**src/rtl/ccpe_pkg.sv**
```systemverilog
// shared constants, codes and transaction types of the companion chip packet engine
// no dependencies; imported by every module of the engine
`timescale 1ns / 1ps
package ccpe_pkg;

   localparam int RX_DEPTH   = 24;
   localparam int TX_DEPTH   = 512;
   localparam int PRAM_DEPTH = 256;

   localparam int RX_AW   = $clog2(RX_DEPTH);
   localparam int RX_CW   = $clog2(RX_DEPTH + 1);
   localparam int TX_AW   = $clog2(TX_DEPTH);
   localparam int PRAM_AW = $clog2(PRAM_DEPTH);
   localparam int CNT_W   = 9;
   localparam int HEAD_N  = 6;

   // request operations
   localparam logic [1:0] OP_BYTE  = 2'd0;
   localparam logic [1:0] OP_PORT  = 2'd1;
   localparam logic [1:0] OP_TICK  = 2'd2;
   localparam logic [1:0] OP_FORCE = 2'd3;

   // port b pins
   localparam int PIN_FULL    = 4;
   localparam int PIN_SESSION = 5;

   // packet types and header values
   localparam logic [7:0] PKT_ADB      = 8'h00;
   localparam logic [7:0] PKT_LOCAL    = 8'h01;
   localparam logic [7:0] PKT_SECOND   = 8'h03;
   localparam logic [7:0] FLAG_NONE    = 8'h00;
   localparam logic [7:0] FLAG_TIMEOUT = 8'h02;
   localparam logic [7:0] CMD_NOP      = 8'h00;
   localparam logic [7:0] WIN_PAGE     = 8'h01;
   localparam logic [CNT_W-1:0] HDR_LEN = 9'd4;

   // pseudo commands
   localparam logic [7:0] CMD_AUTOPOLL  = 8'h01;
   localparam logic [7:0] CMD_WIN_RD    = 8'h02;
   localparam logic [7:0] CMD_RTC_RD    = 8'h03;
   localparam logic [7:0] CMD_PRAM_RD   = 8'h07;
   localparam logic [7:0] CMD_WIN_WR    = 8'h08;
   localparam logic [7:0] CMD_RTC_WR    = 8'h09;
   localparam logic [7:0] CMD_POWER_OFF = 8'h0A;
   localparam logic [7:0] CMD_PRAM_WR   = 8'h0C;
   localparam logic [7:0] CMD_DIAG      = 8'h0F;
   localparam logic [7:0] CMD_FLAGS_OFF = 8'h11;
   localparam logic [7:0] CMD_AP_ON     = 8'h14;
   localparam logic [7:0] CMD_TICK_MODE = 8'h1B;

   typedef struct packed {
      logic [1:0] operation;
      logic [7:0] value;
   } req_type;

   typedef struct packed {
      logic       sr_push;
      logic [7:0] sr_byte;
      logic       sess_level;
      logic       power_off;
      logic       autopoll_on;
      logic       tick_mode_on;
   } rsp_type;

   typedef struct packed {
      logic clear;
      logic restart;
      logic push;
   } rx_ctl_type;

   typedef struct packed {
      logic             we;
      logic [TX_AW-1:0] waddr;
      logic [7:0]       wdata;
      logic             re;
      logic [TX_AW-1:0] raddr;
   } tx_req_type;

   typedef struct packed {
      logic               we;
      logic [PRAM_AW-1:0] waddr;
      logic [7:0]         wdata;
      logic               re;
      logic [PRAM_AW-1:0] raddr;
   } pram_req_type;

endpackage

```
**src/rtl/ccpe_pram.sv**
```systemverilog
// parameter ram with per-entry valid bits so unwritten entries read as zero
// depends on ccpe_pkg
`timescale 1ns / 1ps
module ccpe_pram (
   input  logic                   clock,
   input  logic                   reset,
   input  ccpe_pkg::pram_req_type req,
   output logic [7:0]             rdata
);
   import ccpe_pkg::*;

   logic [7:0]            mem [PRAM_DEPTH];
   logic [PRAM_DEPTH-1:0] vld_ff;
   logic [7:0]            rdata_ff;

   always_ff @(posedge clock) begin
      if (reset) begin
         vld_ff <= '0;
      end else if (req.we) begin
         vld_ff[req.waddr] <= 1'b1;
      end
   end

   always_ff @(posedge clock) begin
      if (req.we) begin
         mem[req.waddr] <= req.wdata;
      end
      if (req.re) begin
         rdata_ff <= vld_ff[req.raddr] ? mem[req.raddr] : 8'h00;
      end
   end

   assign rdata = rdata_ff;

endmodule

```
**config.mk**
```make
export PLATFORM = sky130hd
export DESIGN_NAME = ccpe_pram
export DESIGN_NICKNAME = d
export VERILOG_FILES = /design/src/rtl/ccpe_pkg.sv /design/src/rtl/ccpe_pram.sv
export SDC_FILE = /design/constraint.sdc
export NUM_CORES = 2
export LEC_CHECK = 0
export BUFFER_PORTS_ARGS = -buffer_cell sky130_fd_sc_hd__buf_2
export CAP_MARGIN = 20
export CELL_PAD_IN_SITES_DETAIL_PLACEMENT = 1
export CELL_PAD_IN_SITES_GLOBAL_PLACEMENT = 1
export CORE_ASPECT_RATIO = 1.75
export CORE_MARGIN = 2
export CORE_UTILIZATION = 41
export DETAILED_ROUTE_END_ITERATION = 10
export PLACE_DENSITY_LB_ADDON = 0.1
export SKIP_LAST_GASP = 1
export SLEW_MARGIN = 10
export SYNTH_ARGS = -nofsm -noshare
export SYNTH_HDL_FRONTEND = slang
export SYNTH_SLANG_ARGS = --single-unit
```
**constraint.sdc**
```tcl
create_clock -name clock -period 2.7 [get_ports clock]
set_input_delay 0.54 -clock clock [delete_from_list [all_inputs] [get_ports clock]]
set_output_delay 0.54 -clock clock [all_outputs]
set_load 0.02 [all_outputs]
```
# After elaboration in Yosys (flattened, before gate mapping)
# Memories as Yosys holds them, arrays and structs flattened. A register that Yosys moved wholly into a read port is not among the register bits.
# Index checks and enable logic that the tools add are counted.
[totals] word_cells=14 ramBits=2048 n_memories=1 input_bits=28 ff_bits=256
[memory_table] memory="mem" words=256 word_bits=8 read_ports=1 rd_ports_with_merged_regs=1 wr=1 line_no="ccpe_pram.sv:12" source="logic [7:0] mem [PRAM_DEPTH];"
[op_classes] order_cmp=3 n_bitwise=1 reduce_logical=2 muxes=6
[ops] operator="$or A256 B256 Y256" count=1
[ops] operator="$lt A8 B9 Y1 const B" count=2
[ops] operator="$bmux W1 S8" count=1
[ops] operator="$demux W1 S8" count=1
[ops] operator="$ge A8 B1 Y1 const B" count=1
[ops] operator="$mux W1" count=4
[ops] operator="$logic_and A1 B1 Y1" count=1
[ops] operator="$logic_not A1 Y1" count=1

# Depth between registers and ports, before layout
[logic_depth] ltp_word=5 mapped_depth=13 ltp_nobuf=7

# Worst setup path before layout
# Ideal clock, no wire load.
[synth_timing] path_kind="input -> register" start="input req[0] (netlist name)" end="register rdata_ff[3], in the netlist rdata[3] (read register of mem) (data pin)" setup_ps=265 slack_ps=-160 path_stages=10 arrival_time_ps=2596 path_cell_list="buf_6 buf_12 buf_2 mux4_2 mux4_2 o22ai_1 a21oi_1 nor3_1 a311o_2 a21oi_1"
[synth_via] elab_chain_len=3
[synth_rtl] item="start, declared" line_no="ccpe_pram.sv:7" source="input ccpe_pkg::pram_req_type req,"
[synth_rtl] item="$bmux W1 S8" line_no="ccpe_pram.sv:29" source="rdata_ff <= vld_ff[req.raddr] ? mem[req.raddr] : 8'h00;"
[synth_rtl] item="$mux W1 (implied by the code)" line_no="ccpe_pram.sv:29"
[synth_rtl] item="$logic_not A1 Y1 (no line)"
[synth_rtl] item="end, declared" line_no="ccpe_pram.sv:14" source="logic [7:0] rdata_ff;"
# Several ways; a longest one is shown, not always the timed one. The select of a mux whose other input is x is not followed.
# A chain may end at the register's enable or synchronous reset.

# Final worst setup path
[layout_timing] start="input req[0] (netlist name)" end="register rdata_ff[1], in the netlist rdata[1] (read register of mem) (data pin)"
# The elaborated chain is that of the path after synthesis.

==> run summary <==
The synthesized cell area was 90100 um2; the maximum fanout along the worst path was 21. The tools report the worst relative slew slack as 0.401. The final reports fail on negative setup slack. The number of slew-limit violations in the final report was 0; the final-report hold violation count was 0. The width of the die came out at 358 um.

The first detailed-routing pass ran for 5 iterations. Buffers placed on the I/O ports in this run total 35. Compared with the post-synthesis result, the final layout area differs by 19.6%. The initial cell density of the core is 0.413, and the number of max-capacitance violations reported is 0. The number of placed instances, taps included, is 8496. For this run, the top clock speed supported by timing is 0.365 GHz. The run gives 408000 um as the global-route wire length before repair. In the final routed layout, each cell accounts on average for 32.4 um. The DRC violation total after the first TritonRoute iteration is 3680. The overall routing resource usage is 0.259, and the CTS clock-pin slew for the worst setup and hold paths is 60 ps.

The path class of the lowest-slack min-delay path is in2reg. TritonCTS built the clock tree. The worst setup path is launched from an input pin. The global routing met2 resource utilization is 0.490. The number of remaining DRC errors is 0. After global routing, the most crowded layer is met2. After global routing the overflow that remains totals 0. The post-layout minimum cycle time is 2740 ps, and the met1 usage is 0.291. The floorplan has 227 rows. The detailed-route wire length was 288000 um. For the pin with the worst max-slew slack, the measured transition is 898 ps. The synthesized design contains 2056 enable-type register cells. The cell count after synthesis is 5013. 36 I/O pins were placed. Dividing the detail-routed via count by the number of cells gives 5.66. In this run, synthesis produced a sequential element count of 2312. The placed wire-length estimate after detailed placement is 202000 um, and the core area is 218000 um2.

The run gives -38.5 ps as the smallest setup slack after layout. The arrival time at the worst endpoint is 3340 ps. The static power due to leakage was 0.0367 uW. The fraction of final layout cells sized beyond drive strength 1 is 0.282, and the data required time at the worst endpoint is 3300 ps.

The class of the most critical setup path was in2reg. The number of nets in the synthesized netlist is 5041. The sequential fraction of the synthesis area is 0.742, and the initial antenna violation count is 16.

For the worst-case vdd ir drop, the log shows 0.561 mV. Entering global routing, the biggest net connects 82 pins. Top flip-flop cell by instance count after synthesis: edfxtp_1. The floorplan step defined a die boundary enclosing 224000 um2. Vertical extent of the die: 624 um. The final design utilization was 0.493; the clock skew was 36.7 ps.

Global placer's final weighted congestion: 0.876. The worst setup path is captured at a flip-flop. Summing over every cut layer, the via total after detailed routing is 50365. The post-placement setup slack was -1190 ps. For the met3 routing resource usage after global routing, the log shows 0.0269.

The maximum clock path buffer count was 4. The count of distinct cell types in the synthesized netlist came out at 65. Once detail routing completed, the nets flagged for antenna violations numbered 0. Hold timing on the final database bottoms out at a slack of 82.3 ps. Count of nets after finishing: 5885. The depth of the CTS H-tree is 4.

Clock root buffer master: clkbuf_16. The clock drives 2312 sinks. The share of flip-flops with an asynchronous set or reset after synthesis was 0. The flow ran to the end, but the final reports show violations.

During synthesis, Yosys emitted a total of 0 warnings. Total power density per cell area: 695 nW/um2. The tools report the number of standard cells in the layout, taps in and fillers out as 8898.

The insertion delay of the later-clocked pin in the worst-skew pair was 860 ps. The final setup violation count was 7; the average cell area after synthesis was 18.0 um2. In this run, CTS created clock tree buffers numbering 217. The final cycle utilization of the critical path was 1.01.

Via count of the first global-routing pass: 54439. Setup repair after global routing could not meet its margin everywhere.
[routing by layer]
layer	routed length (um)	share of wire
met3	10100	0.035
met4	14600	0.051
met2	159000	0.55
met1	105000	0.36
met5	60	0.00021
[layout by cell type, fill, tap and decap left out, types with 53 or more instances in the layout]
master,netlist,final
edfxtp_1,2056,2056
buf_4,21,768
nor2_1,750,750
mux2i_1,438,437
mux4_2,369,372
dfxtp_1,256,254
clkbuf_16,0,225
o221ai_1,186,180
buf_12,9,121
a21oi_1,113,112
o22ai_1,105,102
nand2_1,79,78
nor3_1,81,73
clkbuf_1,150,53
[cell usage after synthesis, types with 4 or more instances]
cell / count / share of area
edfxtp_1: 2056 / 0.69
nor2_1: 750 / 0.031
mux2i_1: 438 / 0.049
mux4_2: 369 / 0.092
dfxtp_1: 256 / 0.057
o221ai_1: 186 / 0.018
clkbuf_1: 150 / 0.0062
a21oi_1: 113 / 0.0063
o22ai_1: 105 / 0.0073
nor3_1: 81 / 0.0045
nand2_1: 79 / 0.0033
buf_2: 42 / 0.0023
buf_6: 39 / 0.0049
nand3_1: 36 / 0.0020
buf_1: 29 / 0.0012
o21ba_2: 29 / 0.0032
buf_4: 21 / 0.0017
buf_8: 21 / 0.0035
o21ai_0: 21 / 0.0012
a211oi_1: 17 / 0.0014
nor4_1: 16 / 0.0011
mux4_1: 13 / 0.0038
nor2b_1: 13 / 0.00090
nand4_1: 10 / 0.00069
buf_12: 9 / 0.0020
a22oi_1: 7 / 0.00058
mux2_2: 7 / 0.00087
o2bb2ai_1: 7 / 0.00068
or4_1: 7 / 0.00058
a21o_1: 6 / 0.00050
a222oi_1: 6 / 0.00067
nor3b_1: 6 / 0.00050
o211a_1: 6 / 0.00067
o211ai_1: 6 / 0.00050
o21ai_1: 6 / 0.00033
inv_1: 5 / 0.00021
o31ai_1: 4 / 0.00033
[state kept, by name (all words and copies together) (netlist names)]
| register | flops |
|---|---|
| vld_ff | 256 |
| mem | 2048 |
| rdata | 8 |
[worst max-delay path, stage by stage]
cell and delay, ps:
buf_8 220, buf_16 180, buf_16 210, mux4_2 540
mux2_2 320, nor2_1 340, buf_4 230, nor4_2 60
buf_4 170, nand2_1 120, or4_1 220, a21oi_1 100
[kinds of logic (layout without fill, tap and decap cells)]
| group | after synthesis | count (layout) | synth area share |
|---|---|---|---|
| AO/OA/AOI/OAI | 541 | 541 | 0.0440 |
| buffers and inverters | 318 | 1336 | 0.0222 |
| flip-flops | 2312 | 2312 | 0.742 |
| multiplexers | 827 | 827 | 0.146 |
| other | 0 | 5 | 0 |
| AND/OR/NAND/NOR | 1015 | 1015 | 0.0462 |
[power breakdown]
| part | internal, uW | switching (uW) | leakage [uW] |
|---|---|---|---|
| sequential | 39000 | 36.8 | 0.0206 |
| combinational | 1850 | 2960 | 0.0126 |
| clock | 17700 | 13400 | 0.00348 |
| total | 58500 | 16400 | 0.0367 |
[cell type report]
class / instances / area [um2]
Multi-Input combinational cell: 2383 / 21400
Fill cell: 20317 / 111000
Tap cell: 2862 / 3580
Timing Repair Buffer: 936 / 8750
Antenna cell: 5 / 12.5
Clock inverter: 95 / 1010
Clock buffer: 298 / 6090
Sequential cell: 2312 / 66900
Inverter: 7 / 33.8
[worst paths after layout]
kind / from / end / slack, ps / cells past startpoint
setup / recovery: req[0] / rdata[1] / -40 / 12
hold / removal: req[8] / rdata[0] / 80 / 1
setup reg to reg: vld_ff[245] / rdata[1] / -20 / 6
hold reg to reg: vld_ff[179] / vld_ff[179] / 470 / 2
[what timing repair did]
action / in CTS / in global routing
cloned: 1 / 1
pin swaps: 1 / 10
hold buffers: 0 / 0
resized for setup: 17 / 26
setup buffers: 3 / 0
setup endpoints to repair: 8 / 8
[through the flow]
stage / TNS [ps] / power, uW / instance area [um2]
after detailed placement: -8760 / 44600 / 100000
final: -136 / 74900 / 108000
after CTS: -72.2 / 75500 / 108000
after floorplan: -29.9 / 41800 / 90200
after global placement: -8820 / 44500 / 100000
after global routing: -238 / 76900 / 108000
(Power assumes the default switching activity.)
