File: src/rtl/ccpe_pkg.sv
// shared constants, codes and transaction types of the companion chip packet engine
// no dependencies; imported by every module of the engine
`timescale 1ns / 1ps
package ccpe_pkg;

   localparam int RX_DEPTH   = 24;
   localparam int TX_DEPTH   = 512;
   localparam int PRAM_DEPTH = 256;

   localparam int RX_AW   = $clog2(RX_DEPTH);
   localparam int RX_CW   = $clog2(RX_DEPTH + 1);
   localparam int TX_AW   = $clog2(TX_DEPTH);
   localparam int PRAM_AW = $clog2(PRAM_DEPTH);
   localparam int CNT_W   = 9;
   localparam int HEAD_N  = 6;

   // request operations
   localparam logic [1:0] OP_BYTE  = 2'd0;
   localparam logic [1:0] OP_PORT  = 2'd1;
   localparam logic [1:0] OP_TICK  = 2'd2;
   localparam logic [1:0] OP_FORCE = 2'd3;

   // port b pins
   localparam int PIN_FULL    = 4;
   localparam int PIN_SESSION = 5;

   // packet types and header values
   localparam logic [7:0] PKT_ADB      = 8'h00;
   localparam logic [7:0] PKT_LOCAL    = 8'h01;
   localparam logic [7:0] PKT_SECOND   = 8'h03;
   localparam logic [7:0] FLAG_NONE    = 8'h00;
   localparam logic [7:0] FLAG_TIMEOUT = 8'h02;
   localparam logic [7:0] CMD_NOP      = 8'h00;
   localparam logic [7:0] WIN_PAGE     = 8'h01;
   localparam logic [CNT_W-1:0] HDR_LEN = 9'd4;

   // pseudo commands
   localparam logic [7:0] CMD_AUTOPOLL  = 8'h01;
   localparam logic [7:0] CMD_WIN_RD    = 8'h02;
   localparam logic [7:0] CMD_RTC_RD    = 8'h03;
   localparam logic [7:0] CMD_PRAM_RD   = 8'h07;
   localparam logic [7:0] CMD_WIN_WR    = 8'h08;
   localparam logic [7:0] CMD_RTC_WR    = 8'h09;
   localparam logic [7:0] CMD_POWER_OFF = 8'h0A;
   localparam logic [7:0] CMD_PRAM_WR   = 8'h0C;
   localparam logic [7:0] CMD_DIAG      = 8'h0F;
   localparam logic [7:0] CMD_FLAGS_OFF = 8'h11;
   localparam logic [7:0] CMD_AP_ON     = 8'h14;
   localparam logic [7:0] CMD_TICK_MODE = 8'h1B;

   typedef struct packed {
      logic [1:0] operation;
      logic [7:0] value;
   } req_type;

   typedef struct packed {
      logic       sr_push;
      logic [7:0] sr_byte;
      logic       sess_level;
      logic       power_off;
      logic       autopoll_on;
      logic       tick_mode_on;
   } rsp_type;

   typedef struct packed {
      logic clear;
      logic restart;
      logic push;
   } rx_ctl_type;

   typedef struct packed {
      logic             we;
      logic [TX_AW-1:0] waddr;
      logic [7:0]       wdata;
      logic             re;
      logic [TX_AW-1:0] raddr;
   } tx_req_type;

   typedef struct packed {
      logic               we;
      logic [PRAM_AW-1:0] waddr;
      logic [7:0]         wdata;
      logic               re;
      logic [PRAM_AW-1:0] raddr;
   } pram_req_type;

endpackage

File: src/rtl/ccpe_rx_buf.sv
// command receive buffer: byte store, fill count, fixed header taps and one read port
// depends on ccpe_pkg
`timescale 1ns / 1ps
module ccpe_rx_buf (
   input  logic                    clock,
   input  logic                    reset,
   input  ccpe_pkg::rx_ctl_type    ctl,
   input  logic [7:0]              wdata,
   input  logic [ccpe_pkg::RX_AW-1:0] raddr,
   output logic [7:0]              rdata,
   output logic [ccpe_pkg::RX_CW-1:0] count,
   output logic [ccpe_pkg::HEAD_N-1:0][7:0] head
);
   import ccpe_pkg::*;

   logic [7:0]       mem [RX_DEPTH];
   logic [RX_CW-1:0] cnt_ff;

   always_ff @(posedge clock) begin
      if (reset) begin
         cnt_ff <= '0;
      end else if (ctl.clear) begin
         cnt_ff <= '0;
      end else if (ctl.push) begin
         if (ctl.restart) begin
            cnt_ff <= RX_CW'(1);
         end else if (cnt_ff < RX_CW'(RX_DEPTH)) begin
            cnt_ff <= cnt_ff + RX_CW'(1);
         end
      end
   end

   always_ff @(posedge clock) begin
      if (ctl.push && !ctl.clear) begin
         if (ctl.restart) begin
            mem[0] <= wdata;
         end else if (cnt_ff < RX_CW'(RX_DEPTH)) begin
            mem[cnt_ff[RX_AW-1:0]] <= wdata;
         end
      end
   end

   always_comb begin
      for (int i = 0; i < HEAD_N; i++) begin
         head[i] = mem[i];
      end
   end

   assign rdata = mem[raddr];
   assign count = cnt_ff;

endmodule

File: config.mk
export PLATFORM = sky130hd
export DESIGN_NAME = ccpe_rx_buf
export DESIGN_NICKNAME = d
export VERILOG_FILES = /design/src/rtl/ccpe_pkg.sv /design/src/rtl/ccpe_rx_buf.sv
export SDC_FILE = /design/constraint.sdc
export NUM_CORES = 1
export LEC_CHECK = 0
export BUFFER_PORTS_ARGS = -buffer_cell sky130_fd_sc_hd__buf_2
export CORE_ASPECT_RATIO = 0.75
export CORE_MARGIN = 8
export CORE_UTILIZATION = 29
export DETAILED_ROUTE_END_ITERATION = 10
export GPL_TIMING_DRIVEN = 0
export PLACE_DENSITY = 0.55
export RECOVER_POWER = 25
export SLEW_MARGIN = 10
export SYNTH_ARGS = -nofsm -noshare
export SYNTH_HDL_FRONTEND = slang
export SYNTH_SLANG_ARGS = --single-unit
export TNS_END_PERCENT = 5
File: constraint.sdc
create_clock -name clock -period 2.4 [get_ports clock]
set_input_delay 0.12 -clock clock [delete_from_list [all_inputs] [get_ports clock]]
set_output_delay 0.12 -clock clock [all_outputs]
set_load 0.02 [all_outputs]
After elaboration in Yosys (flattened, before gate mapping)
Memory sizes are Yosys's and may differ from the RTL's.
Index checks and enable logic that the tools add are counted.

word-level totals
  flip-flop bits (word level) = 5
  RAM bits = 192
  bits of input ports = 18
  output and inout port bits = 61
  logic and storage cells = 22
  memories = 1

memories
  name  depth  bits a word  rd ports  clocked after memory_dff  wr ports  RTL line           RTL
  mem   24     8            7         0                         1         ccpe_rx_buf.sv:16  logic [7:0] mem [RX_DEPTH];

cells by class
  add/subtract/negate cells = 1
  magnitude comparators = 1
  multiplexer cells = 12
  reductions and logical operators = 6

operator list
  cell                                          count
  2-to-1 mux 5 bit                              3
  2-to-1 mux 1 bit                              8
  2-to-1 mux 8 bit                              1
  OR reduction 8 bit                            1
  adder 5 x 1 -> 5 bit (second input constant)  1
  < comparator 5 bit (second input constant)    1
  AND reduction 2 bit                           1
  nonzero test 2 bit                            1
  OR reduction 2 bit                            1
  logical AND 1 bit                             1
  zero test 1 bit                               1

Longest topological paths before layout
Gate-level depths: netlist of run 1.

  word-level depth = 7
  depth in mapped cells = 7
  depth with buffers taken out = 4

Least setup slack after synthesis of run 1
OpenSTA, ideal clock, no wires.

  kind = reg2reg
  from = reg cnt_ff[3] (netlist: count[3])
  to = mem mem[0][0] (enable)
  setup time = 0.370 ns
  arrival = 1.527 ns
  required time = 2.030 ns
  setup slack = 0.503 ns
  cell stages (with the launch flop) = 6
  buffers on the path = 1
  period minus slack after synthesis = 1.897 ns
  cells stage by stage = dfxtp_1 > buf_2 > a21bo_2 > o31ai_1 > nand2b_1 > nor2_1

on the way
  longest elaborated chain between the ends = 7
  elaborated cells on any way between the ends = 8
  classes of those cells = 1 x order compare; 6 x mux; 1 x reduce/logical

ends and longest elaborated chain
  item                                                                   RTL line           RTL
  start: declaration                                                     ccpe_rx_buf.sv:17  logic [RX_CW-1:0] cnt_ff;
  start signal: assignment                                               ccpe_rx_buf.sv:28  cnt_ff <= cnt_ff + RX_CW'(1);
  < comparator 5 bit                                                     ccpe_rx_buf.sv:37  end else if (cnt_ff < RX_CW'(RX_DEPTH)) begin
  2-to-1 mux 1 bit                                                       ccpe_rx_buf.sv:37
  2-to-1 mux 1 bit                                                       ccpe_rx_buf.sv:35  if (ctl.restart) begin
  2-to-1 mux 1 bit                                                       ccpe_rx_buf.sv:34  if (ctl.push && !ctl.clear) begin
  2-to-1 mux 1 bit (implied by the code)                                 ccpe_rx_buf.sv:38  mem[cnt_ff[RX_AW-1:0]] <= wdata;
  OR reduction 8 bit (no source line)                                    n/a
  2-to-1 mux 5 bit (no source line) or 2-to-1 mux 1 bit (tied branches)  n/a
  end: declaration                                                       ccpe_rx_buf.sv:16

Several ways; a longest one is shown, not always the timed one.

Worst setup path in the final report of run 1
  from = reg cnt_ff[3] (netlist: count[3])
  to = mem mem[16][6] (enable)

Same word-level chain as after synthesis.

==> flow_summary.ini, run 1 <==
[placed_design]
portBuffers = 75
post_dp_cell_area_um2 = 8620
post-place-cells = 831
place_hpwl_mm = 13.3
finalWeightedCongestion = 0.861

[sta]
report.final.setup_viol = 0
maxSlewHeadroom_pct = 18.3
finalMaxSlewViolations = 0
max_freq_ghz = 0.425
final_hold_viol_count = 0
grt_setup_unrepaired = yes
clock_skew_ns = 0.00874
fin_crit_ns = 2.35
worst_pin_slew_ns = 1.23
min_period_over_period_pct = 98.0

[power]
share_comb_of_total_power_pct = 6.0
p_switching_mw = 1.56
powerDensity_nw_per_um2 = 755
pwr-share-clk_pct = 39.6
power.share.sequential_pct = 54.5
cellLeakagePower_nw = 3.05
switching_share_pct = 22.4
peak_supply_drop_v = 0.000330
internal-power_mw = 5.40

[clocking]
cts-buffers-inserted = 17
cts-root-buf = sky130_fd_sc_hd__clkbuf_16
cts.reportedPaths.clkPinSlew_ns = 0.07
clock_sinks = 197
post_cts.repair.setup_buffers = 0
cts-htree-levels = 4
clock_path_buffers = 2
tritoncts = done
worst_skew_pair.late_latency_ns = 0.44

[yosys]
post_synth_main_area_contributors = sky130_fd_sc_hd__edfxtp_1, sky130_fd_sc_hd__mux4_2, sky130_fd_sc_hd__mux2i_1
post_synth.cell_area_avg_um2 = 19.3
synth_sequential_area_ratio_pct = 75.1
dominantRegCellSynth = sky130_fd_sc_hd__edfxtp_1
synthesis.area_um2 = 7810
synth_top_cells_by_count = sky130_fd_sc_hd__edfxtp_1, sky130_fd_sc_hd__mux2i_1, sky130_fd_sc_hd__nor2_1
synth_enable_flop_cells = 192
post_synth_inst_count = 405
share_of_synthesized_registers_carrying_an_async_set_or_reset_pct = 0
synthDistinctLibCells = 34
postSynthRegisterBits = 197
synth_nets = 424
yosys.cell_count.top_type = sky130_fd_sc_hd__edfxtp_1
synth_top_area_share_pct = 73.8
yosysWarnings = 0
synth_top_area_cell = sky130_fd_sc_hd__edfxtp_1

[layout]
post_route_cells_drive_above_1_share_pct = 30.0
nFillCells = 2492
nNetsFinal = 520
layoutNonFillerInstCount = 865
postLayoutCellArea_um2 = 9220
area_growth_syn_to_layout_pct = 18.1
antennaDiodeCount = 0

[global_routing]
grt-ovfl-total = 0
grt_first_pass_wirelength_mm = 28.7
largest_net_degree_at_the_start_of_global_routing = 25
antenna_found_initial = 0
grt_pass1_vias = 4570
track_usage_pct = 12.1

[detailed_routing]
detailedRoute.firstPassIterationCount = 6
final_routed_wirelength_across_all_metal_layers_mm = 19.1
num_vias = 4201
drt-vias-per-instance = 4.86
detail_route.wl_per_cell_um = 22.1
drcViolationCount = 0
drt_iter0_markers = 322
ant_nets = 0

[worst_setup_path]
worstPathRequired_ns = 2.46
ff2ff_setup_slack_ns = 0.05
worstSetupPathType = flip-flop to flip-flop
worstSetupEndpointType = flip-flop
crit_path_max_fanout = 9
cp_data_arrival_time_ns = 2.41
start_kind = flip-flop
cpMaxStageDelayCell = sky130_fd_sc_hd__nor2_1
cp_slowest_stage_delay_ns = 0.70
critical_path.cell_chain = buf_2, a21bo_2, o31ai_1, nand2b_1, nor2_1

[flow_run]
timing.max_cap.violations = 0

[die]
dieArea_um2 = 32500
floorplan.initialDensity_pct = 29.2
coreArea_um2 = 26700
top_level_ports = 79
die-height_um = 158
rows = 52
die-width_um = 205

[worst_hold_path]
min_path_type = primary input to flip-flop

[run_status]
status = finished, final reports clean
layout by cell type, fill, tap and decap left out, drive strengths merged, types with 7 or more instances in the layout:
cell type	synthesis	final
a22oi	8	8
a2bb2oi	8	8
buf	18	88
clkbuf	5	29
edfxtp	192	192
inv	0	7
mux2i	40	40
mux4	32	32
nand2	11	11
nand3	12	12
nor2	34	34
o211ai	8	8
o311ai	8	8
through the flow:
step	total power [mW]	util, %	hold slack [ns]	setup WS, ns	TNS, ns
2_1_floorplan	4.10	-	0.203	0.503	0
3_3_place_gp	4.28	32.2	0.311	-0.0668	-1.40
3_5_place_dp	4.29	32.2	0.318	-0.0937	-2.90
4_1_cts	7.02	34.5	0.0107	0.0480	0
5_1_grt	7.19	34.5	0.0939	-0.0538	-0.807
6_report	6.96	34.5	0.0515	0.0489	0
logic make-up after synthesis:
group / after synthesis / synth area share [%]
AND/OR/NAND/NOR: 70 / 4.09
XOR/XNOR: 2 / 0.224
AO/OA/AOI/OAI: 40 / 4.12
adder cells (fa/ha/maj): 1 / 0.160
buffers and inverters: 23 / 1.94
flip-flops: 197 / 75.1
multiplexers: 72 / 14.4
layer usage:
layer | vias up | wire length [um] | global-route usage (%)
met5 | - | 0 | 0
met4 | 0 | 312 | 3.87
met3 | 19 | 1440 | 4.60
met2 | 160 | 8760 | 18.3
met1 | 2175 | 8600 | 16.0
li1 | 1847 | - | -
state kept, by name (all words and copies together) (netlist names):
register,flops
mem,192
count,5
repair_timing:
action	4_1_cts	5_1_grt
gates resized for setup	0	5
endpoints found under the hold margin	1	0
setup endpoints to repair	0	72
hold buffers	2	0
path summary, 6_finish.rpt:
| kind | startpoint | end | cells after the start |
|---|---|---|---|
| worst min-delay path | ctl[0] | count[4]$_SDFFE_PP0P_ | 3 |
| worst min register to register | count[1]$_SDFFE_PP0P_ | count[1]$_SDFFE_PP0P_ | 2 |
| worst max register to register | count[3]$_SDFFE_PP0P_ | mem[16][6]$_DFFE_PP_ | 5 |
| worst max-delay path | count[3]$_SDFFE_PP0P_ | mem[16][6]$_DFFE_PP_ | 5 |
power by group through the flow:
stage                     Sequential, mW  Clock [mW]  Combinational, mW
after floorplan                     3.88           0              0.223
after global placement              3.87           0              0.413
after detailed placement            3.87           0              0.419
after CTS                           3.79        2.81              0.422
after global routing                3.79        2.94              0.449
final                               3.79        2.75              0.416
area by class of cell:
class	count	area (um^2)	share of cell area (%)
sequential	197	5870	63.6
multi-input combinational	185	1800	19.6
tap	351	439	4.76
clock buffer	19	433	4.69
timing repair buffer	77	389	4.22
buffer	23	151	1.64
clock inverter	13	139	1.51
worst max-delay path: cells and delay by family, from the launching register on:
family | cells | cell delay (ns)
and+or+nand+nor | 2 | 1.01
AOI/OAI and AO/OA | 2 | 0.49
DFF | 1 | 0.31
buffers and inverters | 1 | 0.17
(Power assumes the default switching activity.)
==> run 2: changes to the inputs <==
- RECOVER_POWER: 25 -> default
==> flow_summary.ini, run 2 (synthesis results as in run 1) <==
[run_status]
status = finished, final reports clean

[worst_setup_path]
crit_path_max_fanout = 9
crit_family = simple AND/OR/NAND/NOR gates
worstSetupPathType = flip-flop to flip-flop
cp_num_cells = 5
cp_slowest_stage_delay_ns = 0.70
r2r.worst_path.cells = 5
worstPathRequired_ns = 2.46
start_kind = flip-flop
cp_data_arrival_time_ns = 2.41
critical_path.cell_chain = buf_2, a21bo_2, o31ai_1, nand2b_1, nor2_1
cpMaxStageDelayCell = sky130_fd_sc_hd__nor2_1
timing.critical_path.buf_inv = 1
worstSetupEndpointType = flip-flop

[detailed_routing]
detail_route.wl_per_cell_um = 22.1
final_routed_wirelength_across_all_metal_layers_mm = 19.1
drt_iter0_markers = 322
ant_nets = 0
drt-vias-per-instance = 4.86
detailedRoute.firstPassIterationCount = 6
num_vias = 4203
drcViolationCount = 0

[global_routing]
grt_first_pass_wirelength_mm = 28.7
grt-ovfl-total = 0
antenna_found_initial = 0
track_usage_pct = 12.1
grt_pass1_vias = 4570
largest_net_degree_at_the_start_of_global_routing = 25

[sta]
worst_pin_slew_ns = 0.906
finalMaxSlewViolations = 0
min_period_over_period_pct = 98.0
finalSetupTns_ns = 0
fin_crit_ns = 2.35
final_hold_viol_count = 0
clock_skew_ns = 0.00874
grt_setup_unrepaired = yes
max_freq_ghz = 0.425
report.final.setup_viol = 0
maxSlewHeadroom_pct = 39.4

[layout]
area_growth_syn_to_layout_pct = 18.2
largest_register = mem
antennaDiodeCount = 0
layout.core_utilization_pct = 34.5
mostFrequentLayoutCells = sky130_fd_sc_hd__edfxtp_1, sky130_fd_sc_hd__buf_2, sky130_fd_sc_hd__mux2i_1, sky130_fd_sc_hd__mux4_2, sky130_fd_sc_hd__nor2_1
commonest_non_fill_non_tap_cell_in_the_layout = sky130_fd_sc_hd__edfxtp_1
nNetsFinal = 520
largest_reg_flops = 192
post_route_cells_drive_above_1_share_pct = 30.9
layoutNonFillerInstCount = 865

[die]
floorplan.initialDensity_pct = 29.2
rows = 52
dieArea_um2 = 32500
die-width_um = 205
coreArea_um2 = 26700
die-height_um = 158
top_level_ports = 79

[clocking]
cts-buffers-inserted = 17
cts-root-buf = sky130_fd_sc_hd__clkbuf_16
cts-htree-levels = 4
cts.reportedPaths.clkPinSlew_ns = 0.07
post_cts.repair.setup_buffers = 0
clock_path_buffers = 2
clock_sinks = 197
tritoncts = done
worst_skew_pair.late_latency_ns = 0.43

[flow_run]
timing.max_cap.violations = 0

[placed_design]
portBuffers = 75
finalWeightedCongestion = 0.861
post-place-cells = 831
place_hpwl_mm = 13.3

[power]
powerDensity_nw_per_um2 = 754
peak_supply_drop_v = 0.000330
cellLeakagePower_nw = 3.06

[worst_hold_path]
min_path_type = primary input to flip-flop
whs_path_depth = 3
## run 2: what timing repair did
| action | in CTS | in global routing |
|---|---|---|
| resized for setup | 0 | 5 |
| hold buffers | 2 | 0 |
| hold endpoints to repair | 1 | 0 |
| setup endpoints to repair | 0 | 72 |
## run 2: path summary, 6_finish.rpt
| kind | startpoint | to | slack [ns] |
|---|---|---|---|
| setup / recovery | count[3]$_SDFFE_PP0P_ | mem[16][6]$_DFFE_PP_ | 0.05 |
| hold / removal | ctl[0] | count[4]$_SDFFE_PP0P_ | 0.05 |
| setup reg to reg | count[3]$_SDFFE_PP0P_ | mem[16][6]$_DFFE_PP_ | 0.05 |
| hold reg to reg | count[1]$_SDFFE_PP0P_ | count[1]$_SDFFE_PP0P_ | 0.62 |
## run 2: area by class of cell
class / count / area [um^2]
flip-flops and latches: 197 / 5870
multi-input cells: 185 / 1800
clock buffers: 19 / 433
repair buffers: 77 / 395
plain buffers: 23 / 151
fillers: 2495 / 17500
well taps: 351 / 439
clock inverters: 13 / 139
## run 2: routing by layer
metal  GRT usage [%]  vias to the layer above  wire [um]
met5               0                        -          0
met4            3.87                        0        312
met1            16.0                     2166       8540
met3            4.60                       19       1490
li1                -                     1847          -
met2            18.3                      171       8760
## run 2: per-stage QoR
| stage | area, um^2 | hold slack [ns] | total power [mW] | setup slack, ns |
|---|---|---|---|---|
| after floorplan | 7810 | 0.203 | 4.10 | 0.503 |
| after global placement | 8620 | 0.311 | 4.28 | -0.0668 |
| after detailed placement | 8620 | 0.318 | 4.29 | -0.0937 |
| after CTS | 9220 | 0.0107 | 7.02 | 0.0480 |
| after global routing | 9230 | 0.0939 | 7.19 | -0.0538 |
| final | 9230 | 0.0527 | 6.96 | 0.0488 |
## run 2: power breakdown
part / switching (mW) / internal (mW)
clock network: 1.29 / 1.47
logic: 0.267 / 0.151
registers: 0.00880 / 3.78
total: 1.56 / 5.40
## run 2: worst reg2reg max path, cell delays in order (launching register included)
cell                       delay (ns)
sky130_fd_sc_hd__dfxtp_1         0.31
sky130_fd_sc_hd__buf_2           0.17
sky130_fd_sc_hd__a21bo_2         0.27
sky130_fd_sc_hd__o31ai_1         0.22
sky130_fd_sc_hd__nand2b_1        0.30
sky130_fd_sc_hd__nor2_1          0.71
==> run 3: changes to the inputs <==
- HOLD_SLACK_MARGIN: default -> 0.06
==> flow_summary.ini, run 3 (synthesis results as in run 1) <==
[sta]
finalMaxSlewViolations = 0
fin_crit_ns = 2.34
worst_pin_slew_ns = 0.906
timing.final.ws_setup_ns = 0.0579
timing.hold.ws_ns = 0.164
min_period_over_period_pct = 97.6
report.final.setup_viol = 0
clock_skew_ns = 0.0204
final_hold_viol_count = 0
maxSlewHeadroom_pct = 39.4
grt_setup_unrepaired = yes
max_freq_ghz = 0.427

[worst_setup_path]
endpoint = mem[16][6]$_DFFE_PP_
cp_data_arrival_time_ns = 2.40
ff2ff_setup_slack_ns = 0.06
r2r.worst_path.cells = 5
cpMaxStageDelayCell = sky130_fd_sc_hd__nor2_1
worstSetupPathType = flip-flop to flip-flop
critical_path.cell_chain = buf_2, a21bo_2, o31ai_1, nand2b_1, nor2_1
worstSetupStartpoint = count[3]$_SDFFE_PP0P_
worstSetupEndpointType = flip-flop
timing.rr.end = mem[16][6]$_DFFE_PP_
timing.critical_path.buf_inv = 1
cp_num_cells = 5
cp_slowest_stage_delay_ns = 0.68
start_kind = flip-flop
worstPathRequired_ns = 2.45
crit_family = simple AND/OR/NAND/NOR gates
crit_path_max_fanout = 9
critical_path.reg2reg.startpoint = count[3]$_SDFFE_PP0P_

[clocking]
clock_sinks = 197
cts-htree-levels = 4
cts.reportedPaths.clkPinSlew_ns = 0.07
clock_path_buffers = 2
cts-buffers-inserted = 17
cts-root-buf = sky130_fd_sc_hd__clkbuf_16
tritoncts = done
worst_skew_pair.late_latency_ns = 0.44

[die]
top_level_ports = 79
dieArea_um2 = 32500
coreArea_um2 = 26700
die-height_um = 158
floorplan.initialDensity_pct = 29.2
die-width_um = 205
rows = 52

[layout]
post_route_cells_drive_above_1_share_pct = 30.8
multiInputGateArea_um2 = 1800
commonest_non_fill_non_tap_cell_in_the_layout = sky130_fd_sc_hd__edfxtp_1
largest_register = mem
antennaDiodeCount = 0
postLayoutCellArea_um2 = 9260
nFillCells = 2493
layout.area.seq_um2 = 5870
largest_reg_flops = 192
area_growth_syn_to_layout_pct = 18.6
mostFrequentLayoutCells = sky130_fd_sc_hd__edfxtp_1, sky130_fd_sc_hd__buf_2, sky130_fd_sc_hd__mux2i_1, sky130_fd_sc_hd__mux4_2, sky130_fd_sc_hd__nor2_1
nNetsFinal = 523

[power]
powerDensity_nw_per_um2 = 752
power_total_mw = 6.96
peak_supply_drop_v = 0.000330
cellLeakagePower_nw = 3.08

[global_routing]
track_usage_pct = 12.2
antenna_found_initial = 0
grt_first_pass_wirelength_mm = 28.8
grt_pass1_vias = 4583
largest_net_degree_at_the_start_of_global_routing = 25
grt-ovfl-total = 0

[placed_design]
place_hpwl_mm = 13.3
finalWeightedCongestion = 0.861
portBuffers = 75
preCtsSetupSlack_ns = -0.0937
post_dp_cell_area_um2 = 8620

[detailed_routing]
drt-vias-per-instance = 4.87
ant_nets = 0
drcViolationCount = 0
num_vias = 4229
drt_iter0_markers = 276
detail_route.wl_per_cell_um = 22.0
final_routed_wirelength_across_all_metal_layers_mm = 19.1
detailedRoute.firstPassIterationCount = 5

[run_status]
status = finished, final reports clean

[worst_hold_path]
min_path_type = primary input to flip-flop

[flow_run]
timing.max_cap.violations = 0
==> run 3: worst min-delay path by stage <==
stage	startpoint	end	slack [ns]	depth (start not counted)
floorplan	reset	count[0]$_SDFFE_PP0P_	0.20	1
CTS	ctl[1]	count[3]$_SDFFE_PP0P_	0.13	4
global route	wdata[0]	mem[1][0]$_DFFE_PP_	0.17	1
detailed placement	reset	count[0]$_SDFFE_PP0P_	0.32	2
finish	ctl[1]	count[3]$_SDFFE_PP0P_	0.16	4
global placement	reset	count[0]$_SDFFE_PP0P_	0.31	2
==> run 3: final cells by class <==
cell class | instances | share of cell area (%)
clock buffer | 19 | 4.68
tap | 351 | 4.74
sequential | 197 | 63.4
timing repair buffer | 80 | 4.60
buffer | 23 | 1.64
multi-input combinational | 185 | 19.5
clock inverter | 13 | 1.50
==> run 3: tightest hold or removal path, cell delays in order <==
cell	delay [ns]
sky130_fd_sc_hd__buf_2	0.10
sky130_fd_sc_hd__nand2_1	0.11
sky130_fd_sc_hd__nand2_1	0.16
sky130_fd_sc_hd__nor2_1	0.07
==> run 3: stage by stage <==
step / instances / TNS [ns] / util, %
finish: 868 / 0 / 34.6
global route: 868 / -0.807 / 34.6
CTS: 868 / 0 / 34.6
detailed placement: 831 / -2.90 / 32.2
global placement: 831 / -1.40 / 32.2
floorplan: 405 / 0 / -
==> run 3: per-layer routing <==
| metal | track usage [%] | share of wire [%] | routed length (um) | vias up |
|---|---|---|---|---|
| met1 | 16.0 | 45 | 8620 | 2199 |
| met2 | 18.3 | 46 | 8830 | 158 |
| met4 | 3.87 | 1.5 | 280 | 0 |
| met5 | 0 | 0 | 0 | - |
| met3 | 4.60 | 7.3 | 1400 | 16 |
| li1 | - | - | - | 1856 |
==> run 3: where the power goes <==
part	internal (mW)	switching, mW	leakage, nW
clock	1.47	1.28	0.271
sequential	3.78	0.00887	1.77
combinational	0.153	0.268	1.04
==> run 3: repair_timing <==
action,CTS,global route
setup buffers,0,0
endpoints found under the setup margin,0,72
hold buffers,5,0
hold endpoints to repair,5,0
resized for setup,0,5
